<file path="src/rtl/lnrast_pkg.sv">
// ----------------------------------------------------------------------------
// lnrast_pkg
// Types and constants shared by the line rasterizer: request and response
// transfer layouts, configuration register indexes and field widths.
// ----------------------------------------------------------------------------
package lnrast_pkg;

   localparam int COORD_BITS = 12;
   localparam int WIDTH_BITS = 13;
   localparam int ADDR_BITS  = 32;
   localparam int COLOR_BITS = 32;
   localparam int CSR_BITS   = 32;
   localparam int CSR_INDEX_BITS = 1;

   // decision variable and its two increments
   localparam int ERR_BITS   = COORD_BITS + 4;
   localparam int STEPM_BITS = COORD_BITS + 2;
   localparam int STEPB_BITS = COORD_BITS + 3;

   localparam logic [WIDTH_BITS-1:0] LINE_WIDTH_RESET = WIDTH_BITS'(800);

   typedef enum logic {
      KIND_START = 1'b0,
      KIND_STEP  = 1'b1
   } kind_type;

   typedef enum logic [CSR_INDEX_BITS-1:0] {
      CSR_FRAME_BASE = 1'b0,
      CSR_LINE_WIDTH = 1'b1
   } csr_index_type;

   typedef struct packed {
      logic                  kind;
      logic [COORD_BITS-1:0] x_start;
      logic [COORD_BITS-1:0] y_start;
      logic [COORD_BITS-1:0] x_end;
      logic [COORD_BITS-1:0] y_end;
      logic [COLOR_BITS-1:0] color;
   } req_type;

   typedef struct packed {
      logic [ADDR_BITS-1:0]  pixel_address;
      logic [COORD_BITS-1:0] pixel_x;
      logic [COORD_BITS-1:0] pixel_y;
      logic [COLOR_BITS-1:0] pixel_color;
      logic                  last;
   } rsp_type;

endpackage

</file>
<file path="src/rtl/line_rasterizer_core.sv">
// ----------------------------------------------------------------------------
// line_rasterizer_core
// Integer Bresenham line engine: a start transfer loads two endpoints and a
// color and emits the first pixel; each step transfer emits the next pixel
// with its frame buffer byte address.
// ----------------------------------------------------------------------------
//
//   channel  direction  handshake              content
//   req_     in         req_valid / req_stall  start or step command
//   rsp_     out        rsp_valid / rsp_stall  pixel address, x, y, color, last
//   csr_     in         csr_write_enable       frame_base, line_width writes
//
// One transfer is taken every cycle unless req_stall is high; each pixel goes
// from the pixel stage through the address multiply-add to the output register.
// The rate is set by the line state loop: major/minor/error update together.
// Reset is synchronous: it drops the line in progress and both pipeline stages,
// and restores frame_base to 0 and line_width to 800.
// req_stall rises only when both the pixel stage and the output register are
// full and rsp_stall is high; a step with no line in progress gives no pixel.
// ----------------------------------------------------------------------------
module line_rasterizer_core (
   input  logic                                  clock,
   input  logic                                  reset,
   input  logic                                  req_valid,
   output logic                                  req_stall,
   input  lnrast_pkg::req_type                   req_data,
   output logic                                  rsp_valid,
   input  logic                                  rsp_stall,
   output lnrast_pkg::rsp_type                   rsp_data,
   input  logic                                  csr_write_enable,
   input  logic [lnrast_pkg::CSR_INDEX_BITS-1:0] csr_index,
   input  logic [lnrast_pkg::CSR_BITS-1:0]       csr_write_data
);

   localparam int C    = lnrast_pkg::COORD_BITS;
   localparam int E    = lnrast_pkg::ERR_BITS;
   localparam int SM   = lnrast_pkg::STEPM_BITS;
   localparam int SB   = lnrast_pkg::STEPB_BITS;
   localparam int W    = lnrast_pkg::WIDTH_BITS;
   localparam int A    = lnrast_pkg::ADDR_BITS;
   localparam int CB   = lnrast_pkg::COLOR_BITS;
   localparam int PROD = C + W;

   // ------------------------------------------------------------------------
   // Configuration registers
   // ------------------------------------------------------------------------
   logic [A-1:0] frame_base_ff, frame_base_in;
   logic [W-1:0] line_width_ff, line_width_in;

   always_comb begin
      frame_base_in = frame_base_ff;
      line_width_in = line_width_ff;
      if (csr_write_enable) begin
         unique case (lnrast_pkg::csr_index_type'(csr_index))
            lnrast_pkg::CSR_FRAME_BASE: frame_base_in = csr_write_data[A-1:0];
            lnrast_pkg::CSR_LINE_WIDTH: line_width_in = csr_write_data[W-1:0];
            default: ;
         endcase
      end
   end

   always_ff @(posedge clock) begin
      if (reset) begin
         frame_base_ff <= '0;
         line_width_ff <= lnrast_pkg::LINE_WIDTH_RESET;
      end else begin
         frame_base_ff <= frame_base_in;
         line_width_ff <= line_width_in;
      end
   end

   // ------------------------------------------------------------------------
   // Pipeline handshake: pixel stage (a_) feeds the output register
   // ------------------------------------------------------------------------
   logic a_valid_ff, a_valid_in;
   logic out_valid_ff, out_valid_in;
   logic out_free, a_free, req_accept;

   assign out_free   = !out_valid_ff || !rsp_stall;
   assign a_free     = !a_valid_ff || out_free;
   assign req_stall  = !a_free;
   assign req_accept = req_valid && !req_stall;

   // ------------------------------------------------------------------------
   // Line setup from a start transfer
   // ------------------------------------------------------------------------
   logic [C:0]   dx, dy;
   logic [C-1:0] adx, ady, amaj, amin;
   logic         setup_xmaj, setup_swap, dx_pos, dy_pos, dx_neg, dy_neg;
   logic [C-1:0] setup_x, setup_y, setup_stop;
   logic [E-1:0] setup_err;
   logic [SM-1:0] setup_stepm;
   logic [SB-1:0] setup_stepb;

   always_comb begin
      dx  = {1'b0, req_data.x_end} - {1'b0, req_data.x_start};
      dy  = {1'b0, req_data.y_end} - {1'b0, req_data.y_start};
      adx = dx[C] ? C'(~dx + 1'b1) : dx[C-1:0];
      ady = dy[C] ? C'(~dy + 1'b1) : dy[C-1:0];
      dx_neg = dx[C];
      dy_neg = dy[C];
      dx_pos = !dx[C] && (dx != '0);
      dy_pos = !dy[C] && (dy != '0);

      setup_xmaj = adx > ady;
      setup_swap = setup_xmaj ? dx_neg : dy_neg;
      amaj       = setup_xmaj ? adx : ady;
      amin       = setup_xmaj ? ady : adx;

      // order the endpoints so the major coordinate rises
      setup_x = setup_swap ? req_data.x_end : req_data.x_start;
      setup_y = setup_swap ? req_data.y_end : req_data.y_start;
      if (setup_xmaj) begin
         setup_stop = setup_swap ? req_data.x_start : req_data.x_end;
      end else begin
         setup_stop = setup_swap ? req_data.y_start : req_data.y_end;
      end

      setup_err   = {3'b000, amin, 1'b0} - {4'b0000, amaj};
      setup_stepm = {1'b0, amin, 1'b0};
      setup_stepb = {2'b00, amin, 1'b0} - {2'b00, amaj, 1'b0};
   end

   // ------------------------------------------------------------------------
   // Line state and per-pixel Bresenham step
   // ------------------------------------------------------------------------
   logic          busy_ff, busy_in;
   logic [C-1:0]  cur_x_ff, cur_y_ff, stop_ff;
   logic [E-1:0]  err_ff;
   logic [SM-1:0] stepm_ff;
   logic [SB-1:0] stepb_ff;
   logic          xmaj_ff, up_ff;
   logic [CB-1:0] color_ff;

   logic          is_start, produce;
   logic [C-1:0]  c_x, c_y, c_stop, c_major, c_minor, n_major, n_minor;
   logic [E-1:0]  c_err, n_err;
   logic [SM-1:0] c_stepm;
   logic [SB-1:0] c_stepb;
   logic          c_xmaj, c_up, c_fin;
   logic [CB-1:0] c_color;
   logic [C-1:0]  n_x, n_y;

   assign is_start = (lnrast_pkg::kind_type'(req_data.kind) == lnrast_pkg::KIND_START);
   assign produce  = is_start || busy_ff;

   always_comb begin
      // take the fresh setup on start, the stored line otherwise
      c_x     = is_start ? setup_x     : cur_x_ff;
      c_y     = is_start ? setup_y     : cur_y_ff;
      c_stop  = is_start ? setup_stop  : stop_ff;
      c_err   = is_start ? setup_err   : err_ff;
      c_stepm = is_start ? setup_stepm : stepm_ff;
      c_stepb = is_start ? setup_stepb : stepb_ff;
      c_xmaj  = is_start ? setup_xmaj  : xmaj_ff;
      c_up    = is_start ? ((dx_pos && dy_pos) || (dx_neg && dy_neg)) : up_ff;
      c_color = is_start ? req_data.color : color_ff;

      c_major = c_xmaj ? c_x : c_y;
      c_minor = c_xmaj ? c_y : c_x;
      c_fin   = (c_major == c_stop);
      n_major = c_major + 1'b1;

      // negative error: advance major only; else step the minor axis too
      if (c_err[E-1]) begin
         n_minor = c_minor;
         n_err   = c_err + {2'b00, c_stepm};
      end else begin
         n_minor = c_up ? c_minor + 1'b1 : c_minor - 1'b1;
         n_err   = c_err + {c_stepb[SB-1], c_stepb};
      end

      n_x = c_xmaj ? n_major : n_minor;
      n_y = c_xmaj ? n_minor : n_major;
      busy_in = busy_ff;
      if (req_accept && produce) begin
         busy_in = !c_fin;
      end
   end

   always_ff @(posedge clock) begin
      if (reset) begin
         busy_ff <= 1'b0;
      end else begin
         busy_ff <= busy_in;
      end
   end

   always_ff @(posedge clock) begin
      if (req_accept && produce) begin
         cur_x_ff <= n_x;
         cur_y_ff <= n_y;
         stop_ff  <= c_stop;
         err_ff   <= n_err;
         stepm_ff <= c_stepm;
         stepb_ff <= c_stepb;
         xmaj_ff  <= c_xmaj;
         up_ff    <= c_up;
         color_ff <= c_color;
      end
   end

   // ------------------------------------------------------------------------
   // Pixel stage: hold the emitted pixel until the output register frees
   // ------------------------------------------------------------------------
   logic [C-1:0]  a_x_ff, a_y_ff;
   logic [CB-1:0] a_color_ff;
   logic          a_last_ff;

   assign a_valid_in = a_free ? (req_accept && produce) : a_valid_ff;

   always_ff @(posedge clock) begin
      if (a_free) begin
         a_x_ff     <= c_x;
         a_y_ff     <= c_y;
         a_color_ff <= c_color;
         a_last_ff  <= c_fin;
      end
   end

   // ------------------------------------------------------------------------
   // Address stage: base + 4*(x + y*width), wrapping at the address width
   // ------------------------------------------------------------------------
   logic [PROD-1:0] row_offset;
   logic [A-1:0]    linear, address;
   lnrast_pkg::rsp_type rsp_data_ff, rsp_data_in;

   always_comb begin
      row_offset = {{W{1'b0}}, a_y_ff} * {{C{1'b0}}, line_width_ff};
      linear     = A'(row_offset) + A'(a_x_ff);
      address    = frame_base_ff + {linear[A-3:0], 2'b00};

      rsp_data_in               = rsp_data_ff;
      if (out_free) begin
         rsp_data_in.pixel_address = address;
         rsp_data_in.pixel_x       = a_x_ff;
         rsp_data_in.pixel_y       = a_y_ff;
         rsp_data_in.pixel_color   = a_color_ff;
         rsp_data_in.last          = a_last_ff;
      end
   end

   assign out_valid_in = out_free ? a_valid_ff : out_valid_ff;

   always_ff @(posedge clock) begin
      rsp_data_ff <= rsp_data_in;
   end

   always_ff @(posedge clock) begin
      if (reset) begin
         a_valid_ff   <= 1'b0;
         out_valid_ff <= 1'b0;
      end else begin
         a_valid_ff   <= a_valid_in;
         out_valid_ff <= out_valid_in;
      end
   end

   assign rsp_valid = out_valid_ff;
   assign rsp_data  = rsp_data_ff;

   // ------------------------------------------------------------------------
   // Assertions
   // ------------------------------------------------------------------------

   // back-pressure only when both stages are occupied
   assert property (@(posedge clock) disable iff (reset)
      req_stall |-> (a_valid_ff && out_valid_ff))
      else $error("req_stall raised with a free pipeline slot");

   // a step with no line in progress must not create a pixel
   assert property (@(posedge clock) disable iff (reset)
      (req_accept && !is_start && !busy_ff) |=> !a_valid_ff)
      else $error("step while idle produced a pixel");

   // the final pixel of a line ends the line
   assert property (@(posedge clock) disable iff (reset)
      (req_accept && produce && c_fin) |=> !busy_ff)
      else $error("line still busy after its final pixel");

   // a line only ends on an accepted transfer
   assert property (@(posedge clock) disable iff (reset)
      $fell(busy_ff) |-> $past(req_accept))
      else $error("line ended without a transfer");

endmodule
</file>
<file path="config.mk">
export PLATFORM = sky130hd
export DESIGN_NAME = line_rasterizer_core
export DESIGN_NICKNAME = d
export VERILOG_FILES = /design/src/rtl/lnrast_pkg.sv /design/src/rtl/line_rasterizer_core.sv
export SDC_FILE = /design/constraint.sdc
export NUM_CORES = 1
export LEC_CHECK = 0
export ABC_AREA = 1
export BUFFER_PORTS_ARGS = -buffer_cell sky130_fd_sc_hd__buf_2
export CAP_MARGIN = 20
export CORE_AREA = 2 2 267 269
export CTS_CLUSTER_SIZE = 16
export DETAILED_ROUTE_END_ITERATION = 16
export DIE_AREA = 0 0 269 271
export GPL_TIMING_DRIVEN = 0
export SYNTH_ARGS = -nofsm -noshare
export SYNTH_HDL_FRONTEND = slang
export SYNTH_SLANG_ARGS = --single-unit
</file>
<file path="constraint.sdc">
create_clock -name clock -period 15.79 [get_ports clock]
set_clock_uncertainty 0.2 [all_clocks]
set_input_delay 3.9475 -clock clock [delete_from_list [all_inputs] [get_ports clock]]
set_output_delay 3.9475 -clock clock [all_outputs]
set_load 0.01 [all_outputs]
</file>
==> results of run 1 <==
-- metal layers --
layer | vias to the layer above | part of all wire [%]
met4 | 0 | 2.4
met1 | 9241 | 46
li1 | 10098 | -
met5 | - | 0
met2 | 537 | 46
met3 | 91 | 5.3
-- critical path: cells and delay by family --
kind	cells	cell delay, ns
buffers and inverters	12	1.83
xor gates and xnor gates	1	0.16
adders and majority gates	5	1.71
AOI/OAI and AO/OA	18	3.26
and+or+nand+nor	21	2.23
-- worst min-delay path by stage --
stage | start | cells past startpoint | slack, ns | to
after floorplan | a_last_ff | 0 | 0.20 | rsp_data[0]
after global placement | a_color_ff[20] | 0 | 0.20 | rsp_data[21]
after detailed placement | a_color_ff[26] | 0 | 0.20 | rsp_data[27]
after CTS | a_color_ff[16] | 0 | 0.20 | rsp_data[17]
after global routing | a_color_ff[26] | 0 | 0.22 | rsp_data[27]
final | a_color_ff[16] | 0 | 0.21 | rsp_data[17]
-- cells by family after synthesis --
group,Yosys count
and+or+nand+nor,1402
buffers and inverters,532
AOI/OAI and AO/OA,333
DFF,309
adders and majority gates,298
xor gates and xnor gates,104
muxes,1
-- synthesized netlist by cell type (all sizes together), types with 38 or more instances --
master and instances:
nand2 908, inv 431, edfxtp 261, nand3 243
nor2 175, ha 171, o21ai 150, a21oi 129
fa 127, xor2 73, clkbuf 61, dfxtp 48
or2 38
-- registers in the layout, indices dropped and copies added, names as in the netlist, 12 cells and up --
register and count:
a_color_ff 32, stop_ff 12, rsp_data 89, color_ff 32, stepm_ff 14, err_ff 16
a_y_ff 12, stepb_ff 15, line_width_ff 13, a_x_ff 12, cur_y_ff 12, cur_x_ff 12
frame_base_ff 32
-- layout make-up --
class                           instances  area share [%]
Buffer                                 98            1.68
Clock buffer                           53            3.91
Clock inverter                         16           0.539
Inverter                              434            5.86
Multi-Input combinational cell       2138            48.0
Sequential cell                       309            31.6
Tap cell                              940            4.22
Timing Repair Buffer                  214            4.17
-- metrics by stage --
| stage | setup TNS [ns] | setup slack, ns | instance area [um2] |
|---|---|---|---|
| 2_1_floorplan | 0 | 2.36 | 24300 |
| 3_3_place_gp | -304.38 | -2.63 | 26500 |
| 3_5_place_dp | 0 | 2.20 | 26600 |
| 4_1_cts | 0 | 2.80 | 27900 |
| 5_1_grt | 0 | 1.80 | 27900 |
| 6_report | 0 | 2.73 | 27900 |
==> flow_summary.json, run 1 <==
{
  "status": "complete, no violations",
  "port_buffers": 209,
  "detail_route.wl_per_cell_um": 15.9,
  "yosys.area_share.simple_pct": 24.4,
  "crit_type": "input pin to register",
  "critical-path-max-stage-delay_ns": 0.43,
  "clk_latency_ns": 0.58,
  "dieArea_mm2": 0.0729,
  "setup.worst_path.end": "err_ff[15]",
  "grt_pass1_wl_um": 106000,
  "cts_root_buf": "clkbuf_16",
  "register_area_mm2": 0.00880,
  "nNetsFinal": 3650,
  "rrSetupSlack_ns": 7.51,
  "drv_slew": 0,
  "synth_top_area_cell": "edfxtp_1",
  "final_common_cell": "nand2_1",
  "drt_iter0_drc": 1321,
  "syn_area_mm2": 0.0243,
  "hold_buffers": 0,
  "max-slew-margin-rel_pct": 44.1,
  "synth_top_area_share_pct": 32.3,
  "ys_ff_latch": 309,
  "hp-class": "register to register",
  "cp-end-kind": "register",
  "dp_hpwl_um": 53700,
  "cts_made_buffers": 38,
  "syn_inst": 2979,
  "syn_nets": 3396,
  "tritoncts": "yes",
  "grt.met2_usage_pct": 30.5,
  "start_util_pct": 34.8,
  "antenna_found_initial": 1,
  "hold_ws_ns": 0.206,
  "period_needed_ns": 13.06,
  "r2r-start": "a_y_ff[2]",
  "avgSynthCellArea_um2": 8.15,
  "routed_wl_um": 66700,
  "crit_fanout": 10,
  "final-setup-viol-count": 0,
  "regToRegEndpoint": "rsp_data[88]",
  "worst_pin_slew_ns": 0.838,
  "max_freq_ghz": 0.0766,
  "ys_seq_area_share_pct": 36.3,
  "gr-total-overflow": 0,
  "synth_xor_area_share_pct": 3.78,
  "startpoint_type": "input pin",
  "use_met3_pct": 2.38,
  "drive_gt1_share_pct": 12.5,
  "post_cts_resized": 0,
  "crit_path_frequent_cell": "nand2_1",
  "routabilityCongestion": 0.931,
  "cts.sinks": 309,
  "grt_pass1_vias": 19469,
  "mostFrequentLayoutCells": "nand2_1, inv_1, edfxtp_1",
  "die_width_um": 269,
  "synth_compound_area_share_pct": 7.59,
  "vias_per_cell": 4.75,
  "min_period_over_period_pct": 82.7,
  "synth.top_cells.by_area": "edfxtp_1, nand2_1, fa_1",
  "firstDrtPassIters": 6,
  "htree_levels": 2,
  "rsz0062_at_grt": "false",
  "nFillCells": 7180,
  "yosysUniqueCellTypes": 56,
  "grt.busiest_layer": "met2",
  "io-pin-count": 210,
  "route.detailed.drc": 0,
  "synthFlopType": "edfxtp_1",
  "core_area_mm2": 0.0698,
  "area_delta_synth_final_pct": 14.8,
  "synth_warnings": 0,
  "die_y_um": 271,
  "path_clk_slew_ns": 0.06,
  "worst_path_max_delay_cell": "fa_1",
  "crit_start": "req_data[32]",
  "grtUsageMet1_pct": 25.3,
  "cts_setup_buffers": 0,
  "place_inst": 4133,
  "layout.cells.non_filler": 4202,
  "fp-row-count": 97,
  "hold_viol": 0,
  "cts_max_path_buffers": 3,
  "required_ns": 15.92,
  "critical_path_arrival_ns": 13.19,
  "cap_viol_max_count": 0,
  "synth-edff-count": 261,
  "via_count": 19967,
  "groute.usage.overall_pct": 18.4,
  "reg2reg_depth": 34,
  "postRouteAntennaNets": 0,
  "grt_max_degree": 60,
  "multi_input_area_mm2": 0.0134,
  "synth_top_family_by_area": "simple AND/OR/NAND/NOR gates",
  "synthArstFlopShare_pct": 0,
  "final_core_util_pct": 39.9,
  "diodes": 0,
  "yosys.area_share.adder_pct": 19.3,
  "synth_mux_area_share_pct": 0.0413
}
Power of run 1 is not shown: default switching activity piles up to over one toggle a cycle in this logic, so the estimate is an artifact.
==> run 2: changes to the inputs <==
--- a/config.mk
+++ b/config.mk
@@ -5,13 +5,13 @@
 export SDC_FILE = /design/constraint.sdc
 export NUM_CORES = 1
 export LEC_CHECK = 0
-export ABC_AREA = 1
+export ABC_AREA = 0
 export BUFFER_PORTS_ARGS = -buffer_cell sky130_fd_sc_hd__buf_2
 export CAP_MARGIN = 20
-export CORE_AREA = 2 2 267 269
+export CORE_AREA = 2 2 266 268
 export CTS_CLUSTER_SIZE = 16
 export DETAILED_ROUTE_END_ITERATION = 16
-export DIE_AREA = 0 0 269 271
+export DIE_AREA = 0 0 268 270
 export GPL_TIMING_DRIVEN = 0
 export SYNTH_ARGS = -nofsm -noshare
 export SYNTH_HDL_FRONTEND = slang
==> constraint.sdc (replaced) <==
create_clock -name clock -period 10.8 [get_ports clock]
set_clock_uncertainty 0.2 [all_clocks]
set_input_delay 2.7 -clock clock [delete_from_list [all_inputs] [get_ports clock]]
set_output_delay 2.7 -clock clock [all_outputs]
set_load 0.01 [all_outputs]
==> run 2 against run 1 <==
  * Sequential cell count did not move
  * Final area rose by 5.7%
  * First-iteration DRC count rose by 6.7%
  * Global-route usage rose by 0.29 points
  * Die area fell by 0.74%
  * Utilization rose by 2.4 points
  * Register-to-register slack got worse by 5.6 ns
  * Largest cell class unchanged
==> flow_summary.json, run 2 <==
{
  "status": "complete, no violations",
  "cap_viol_max_count": 0,
  "core_area_mm2": 0.0695,
  "synth-edff-count": 261,
  "layout.cells.non_filler": 3777,
  "yosysMostFrequentCell": "nand2_1",
  "ys_seq_area_share_pct": 36.6,
  "multi_input_area_mm2": 0.0148,
  "routed_wl_um": 69200,
  "detail_route.wl_per_cell_um": 18.3,
  "htree_levels": 2,
  "syn_area_mm2": 0.0240,
  "mostFrequentLayoutCells": "nand2_1, edfxtp_1, inv_1",
  "area_delta_synth_final_pct": 22.5,
  "vias_per_cell": 5.06,
  "avgSynthCellArea_um2": 9.78,
  "route.detailed.drc": 0,
  "postRouteAntennaNets": 0,
  "nFillCells": 6798,
  "die_width_um": 268,
  "cts_max_path_buffers": 3,
  "syn_nets": 2875,
  "cts_made_buffers": 37,
  "drv_slew": 0,
  "critical_path_arrival_ns": 10.74,
  "synthFlopType": "edfxtp_1",
  "hp-class": "register to register",
  "drt_iter0_drc": 1409,
  "synthArstFlopShare_pct": 0,
  "startpoint_type": "input pin",
  "largest_reg_flops": 89,
  "nNetsFinal": 3223,
  "grt.met2_usage_pct": 31.2,
  "hold_viol": 0,
  "critical-path-max-stage-delay_ns": 0.38,
  "antenna_found_initial": 2,
  "worst_pin_slew_ns": 0.901,
  "cp-end-kind": "register",
  "synth_top_area_share_pct": 32.6,
  "min_period_over_period_pct": 98.6,
  "synth_top_area_cell": "edfxtp_1",
  "clk_latency_ns": 0.58,
  "cts.sinks": 309,
  "use_met3_pct": 2.78,
  "tritoncts": "yes",
  "ys_ff_latch": 309,
  "fin_area_mm2": 0.0295,
  "yosysUniqueCellTypes": 103,
  "grtUsageMet1_pct": 25.4,
  "final_common_cell": "nand2_1",
  "rsz0062_at_grt": "true",
  "via_count": 19100,
  "max-slew-margin-rel_pct": 39.9,
  "register_area_mm2": 0.00880,
  "die_y_um": 270,
  "dp_hpwl_um": 53000,
  "crit_fanout": 10,
  "grt.busiest_layer": "met2",
  "gr-total-overflow": 0,
  "firstDrtPassIters": 5,
  "final-setup-viol-count": 0,
  "start_util_pct": 34.6,
  "routabilityCongestion": 0.932,
  "worst_path_max_delay_cell": "fa_2",
  "groute.usage.overall_pct": 18.7,
  "synth_warnings": 0,
  "cts_root_buf": "clkbuf_16",
  "max_freq_ghz": 0.0940,
  "grt_pass1_vias": 18719,
  "grt_pass1_wl_um": 106000,
  "hold_ws_ns": 0.217,
  "place_area_mm2": 0.0265,
  "port_buffers": 208,
  "required_ns": 10.90,
  "path_clk_slew_ns": 0.07,
  "fp-row-count": 97,
  "final_core_util_pct": 42.4,
  "period_needed_ns": 10.64,
  "crit_type": "input pin to register",
  "place_inst": 3610,
  "crit_path_frequent_cell": "a21oi_2",
  "drive_gt1_share_pct": 22.5,
  "grt_max_degree": 55,
  "syn_inst": 2458,
  "dieArea_mm2": 0.0724,
  "synth.top_cells.by_area": "edfxtp_1, fa_1, ha_1",
  "synthTopCellsByCount": "nand2_1, edfxtp_1, inv_1",
  "io-pin-count": 210
}
-- run 2: cell count changes after synthesis, sizes merged, moves of 29 or more --
cell | previous run | this run
mux2i | 1 | 33
inv | 431 | 231
and2 | 1 | 65
xnor2 | 31 | 109
mux2 | 0 | 54
xor2 | 73 | 44
nand3 | 243 | 34
nand2 | 908 | 415
nor2 | 175 | 124
-- run 2: final cells by class --
class | instances | share of cell area [%]
inverters | 233 | 3.05
multi-input cells | 1816 | 50.1
flip-flops and latches | 309 | 29.9
clock buffers | 53 | 3.81
clock inverters | 15 | 0.387
well taps | 940 | 3.99
diodes | 2 | 0.0170
repair buffers | 311 | 6.70
plain buffers | 98 | 2.02
-- run 2: metal layers --
metal  up-vias  part of all wire [%]
li1       9200                     -
met1      9185                    45
met2       621                    47
met3        92                   5.9
met4         2                   2.2
met5         -                 0.012
-- run 2: per-stage QoR --
stage	TNS, ns	setup WS (ns)
final	0	0.156
after global routing	-0.418	-0.283
after CTS	0	0.00305
after floorplan	-0.00110	-0.00110
after detailed placement	-29.30	-2.52
after global placement	-29.38	-2.57
-- run 2: final timing paths --
kind / start / end / slack [ns] / depth (start not counted)
setup reg to reg: a_y_ff[2] / rsp_data[88] / 1.94 / 36
hold / removal: a_last_ff / rsp_data[0] / 0.22 / 0
hold reg to reg: a_last_ff / rsp_data[0] / 0.22 / 0
setup / recovery: req_data[44] / err_ff[15] / 0.16 / 50
-- run 2: cells by family after synthesis --
family,count (synthesis),synth area share [%]
fa+ha+maj,300,19.6
simple gates,766,14.4
flops,309,36.6
compound gates,510,14.0
mux,87,4.02
xor+xnor,153,5.78
buf+inv,333,5.63
-- run 2: timing repair --
item                       4_1_cts  5_1_grt
cloned                           0        2
hold endpoints to repair         0        0
buffers inserted                39       57
hold buffers                     0        0
gates resized for setup        109       94
setup endpoints to repair       20        8
pin swaps                       35       70
-- run 2: worst max-delay path: cells and delay by family --
family	cells	cell delay, ns
xor+xnor	2	0.21
simple gates	7	0.73
compound gates	27	4.43
mux	1	0.33
fa+ha+maj	5	1.40
buf+inv	8	0.94
Power of run 2 is left out for the same reason.
==> run 3: changes to the inputs <==
--- a/config.mk
+++ b/config.mk
@@ -8,10 +8,10 @@
 export ABC_AREA = 0
 export BUFFER_PORTS_ARGS = -buffer_cell sky130_fd_sc_hd__buf_2
 export CAP_MARGIN = 20
-export CORE_AREA = 2 2 266 268
+export CORE_AREA = 2 2 240 242
 export CTS_CLUSTER_SIZE = 16
 export DETAILED_ROUTE_END_ITERATION = 16
-export DIE_AREA = 0 0 268 270
+export DIE_AREA = 0 0 242 244
 export GPL_TIMING_DRIVEN = 0
 export SYNTH_ARGS = -nofsm -noshare
 export SYNTH_HDL_FRONTEND = slang
==> run 3 against run 2 <==
  * Worst hold slack got worse by 0.0038 ns
  * Worst setup slack improved by 0.10 ns
  * Sequential share of layout area increased by 0.31 points
  * Final area down 1.0%
  * Count of clock-buffer cells in the layout shrank 7
  * Via count is 0.93% higher
  * Utilization increased by 9.5 points
  * Routed wire length shrank 0.99%
  * Critical path type unchanged
  * Critical endpoint is now err_ff[14]
  * Largest cell class unchanged
==> flow_summary.json, run 3 (synthesis gave the netlist of run 2 again) <==
{
  "area_delta_synth_final_pct": 21.2,
  "drive_gt1_share_pct": 22.2,
  "startpoint_type": "input pin",
  "regToRegEndpoint": "rsp_data[88]",
  "drt_iter0_drc": 1187,
  "groute.usage.overall_pct": 22.8,
  "fin_area_mm2": 0.0292,
  "gr-total-overflow": 0,
  "routabilityCongestion": 0.922,
  "dp_hpwl_um": 52800,
  "worst_path_max_delay_cell": "fa_1",
  "final_common_cell": "nand2_1",
  "diodes": 0,
  "cts_made_buffers": 36,
  "dieArea_mm2": 0.0590,
  "reg2reg_depth": 36,
  "required_ns": 10.89,
  "antenna_found_initial": 0,
  "via_count": 19278,
  "hold_viol": 0,
  "clk_latency_ns": 0.55,
  "cp-end-kind": "register",
  "mostFrequentLayoutCells": "nand2_1, edfxtp_1, inv_1",
  "min_from": "a_color_ff[18]",
  "firstDrtPassIters": 5,
  "die_width_um": 242,
  "start_util_pct": 42.8,
  "rrSetupSlack_ns": 1.93,
  "cap_viol_max_count": 0,
  "grt_pass1_vias": 19535,
  "path_clk_slew_ns": 0.06,
  "routed_wl_um": 68500,
  "hp-class": "register to register",
  "rsz0062_at_grt": "true",
  "largest_reg_flops": 89,
  "cts.sinks": 309,
  "worst_pin_slew_ns": 0.902,
  "final-setup-viol-count": 0,
  "port_buffers": 208,
  "die_y_um": 244,
  "htree_levels": 2,
  "crit_start": "req_data[44]",
  "period_needed_ns": 10.54,
  "r2r-start": "a_y_ff[2]",
  "hold_buffers": 0,
  "drv_slew": 0,
  "detail_route.wl_per_cell_um": 19.1,
  "postRouteAntennaNets": 0,
  "tritoncts": "yes",
  "cts_max_path_buffers": 3,
  "io-pin-count": 210,
  "hold_ws_ns": 0.213,
  "core_area_mm2": 0.0562,
  "fp-row-count": 87,
  "crit_fanout": 10,
  "place_area_mm2": 0.0262,
  "grt_max_degree": 60,
  "route.detailed.drc": 0,
  "cts_root_buf": "clkbuf_16",
  "nNetsFinal": 3213,
  "status": "complete, no violations",
  "critical-path-max-stage-delay_ns": 0.47,
  "max-slew-margin-rel_pct": 39.6,
  "setup.worst_path.end": "err_ff[14]",
  "max_freq_ghz": 0.0949,
  "vias_per_cell": 5.39,
  "critical_path_arrival_ns": 10.63,
  "grt_pass1_wl_um": 107000,
  "crit_type": "input pin to register",
  "min_period_over_period_pct": 97.6
}
[run 3: cell count changes in the layout (fill, tap and decap cells not counted), moves of 3 or more]
cell | previous run | this run
clkinv_2 | 2 | 6
xnor2_2 | 15 | 12
ha_4 | 11 | 14
clkbuf_1 | 70 | 67
clkbuf_16 | 45 | 40
xnor2_4 | 3 | 6
bufinv_16 | 0 | 3
ha_2 | 5 | 2
[run 3: worst min path at each step]
| stage | to | depth (start not counted) |
|---|---|---|
| global route | rsp_data[1] | 0 |
| CTS | rsp_data[19] | 0 |
| global placement | rsp_data[20] | 0 |
| floorplan | rsp_data[0] | 0 |
| detailed placement | rsp_data[18] | 0 |
| finish | rsp_data[19] | 0 |
[run 3: worst max-delay path, delay by kind of cell]
kind,cells,cell delay [ns]
buffers and inverters,8,0.99
muxes,1,0.33
AOI/OAI and AO/OA,19,3.19
and+or+nand+nor,10,1.38
xor gates and xnor gates,3,0.45
adders and majority gates,5,1.57
[run 3: metal layers]
metal	GRT usage, %	part of all wire [%]	up-vias
met4	5.68	2.0	0
met5	0	0	-
met2	40.9	50	602
met3	2.46	5.2	97
met1	29.4	43	9420
li1	-	-	9159
[run 3: area by class of cell]
class | count | area, um2
plain buffers | 98 | 592
repair buffers | 302 | 1850
inverters | 233 | 900
well taps | 756 | 946
clock buffers | 46 | 1020
flip-flops and latches | 309 | 8800
clock inverters | 17 | 171
fillers | 5078 | 27000
multi-input cells | 1816 | 14900
[run 3: what timing repair did]
action	4_1_cts	5_1_grt
resized for setup	124	89
pin swaps	52	70
setup buffers	58	31
endpoints found under the setup margin	22	8
[run 3: stage by stage]
step / TNS [ns] / util, % / std cells / setup WS, ns
6_report: 0 / 51.9 / 3577 / 0.261
5_1_grt: -0.218 / 51.9 / 3577 / -0.113
4_1_cts: 0 / 50.7 / 3546 / 0.00122
3_5_place_dp: -33.25 / 46.7 / 3426 / -2.72
3_3_place_gp: -30.63 / 46.5 / 3422 / -2.61
2_1_floorplan: -0.00110 / - / 2458 / -0.00110
Power of run 3 is left out for the same reason.
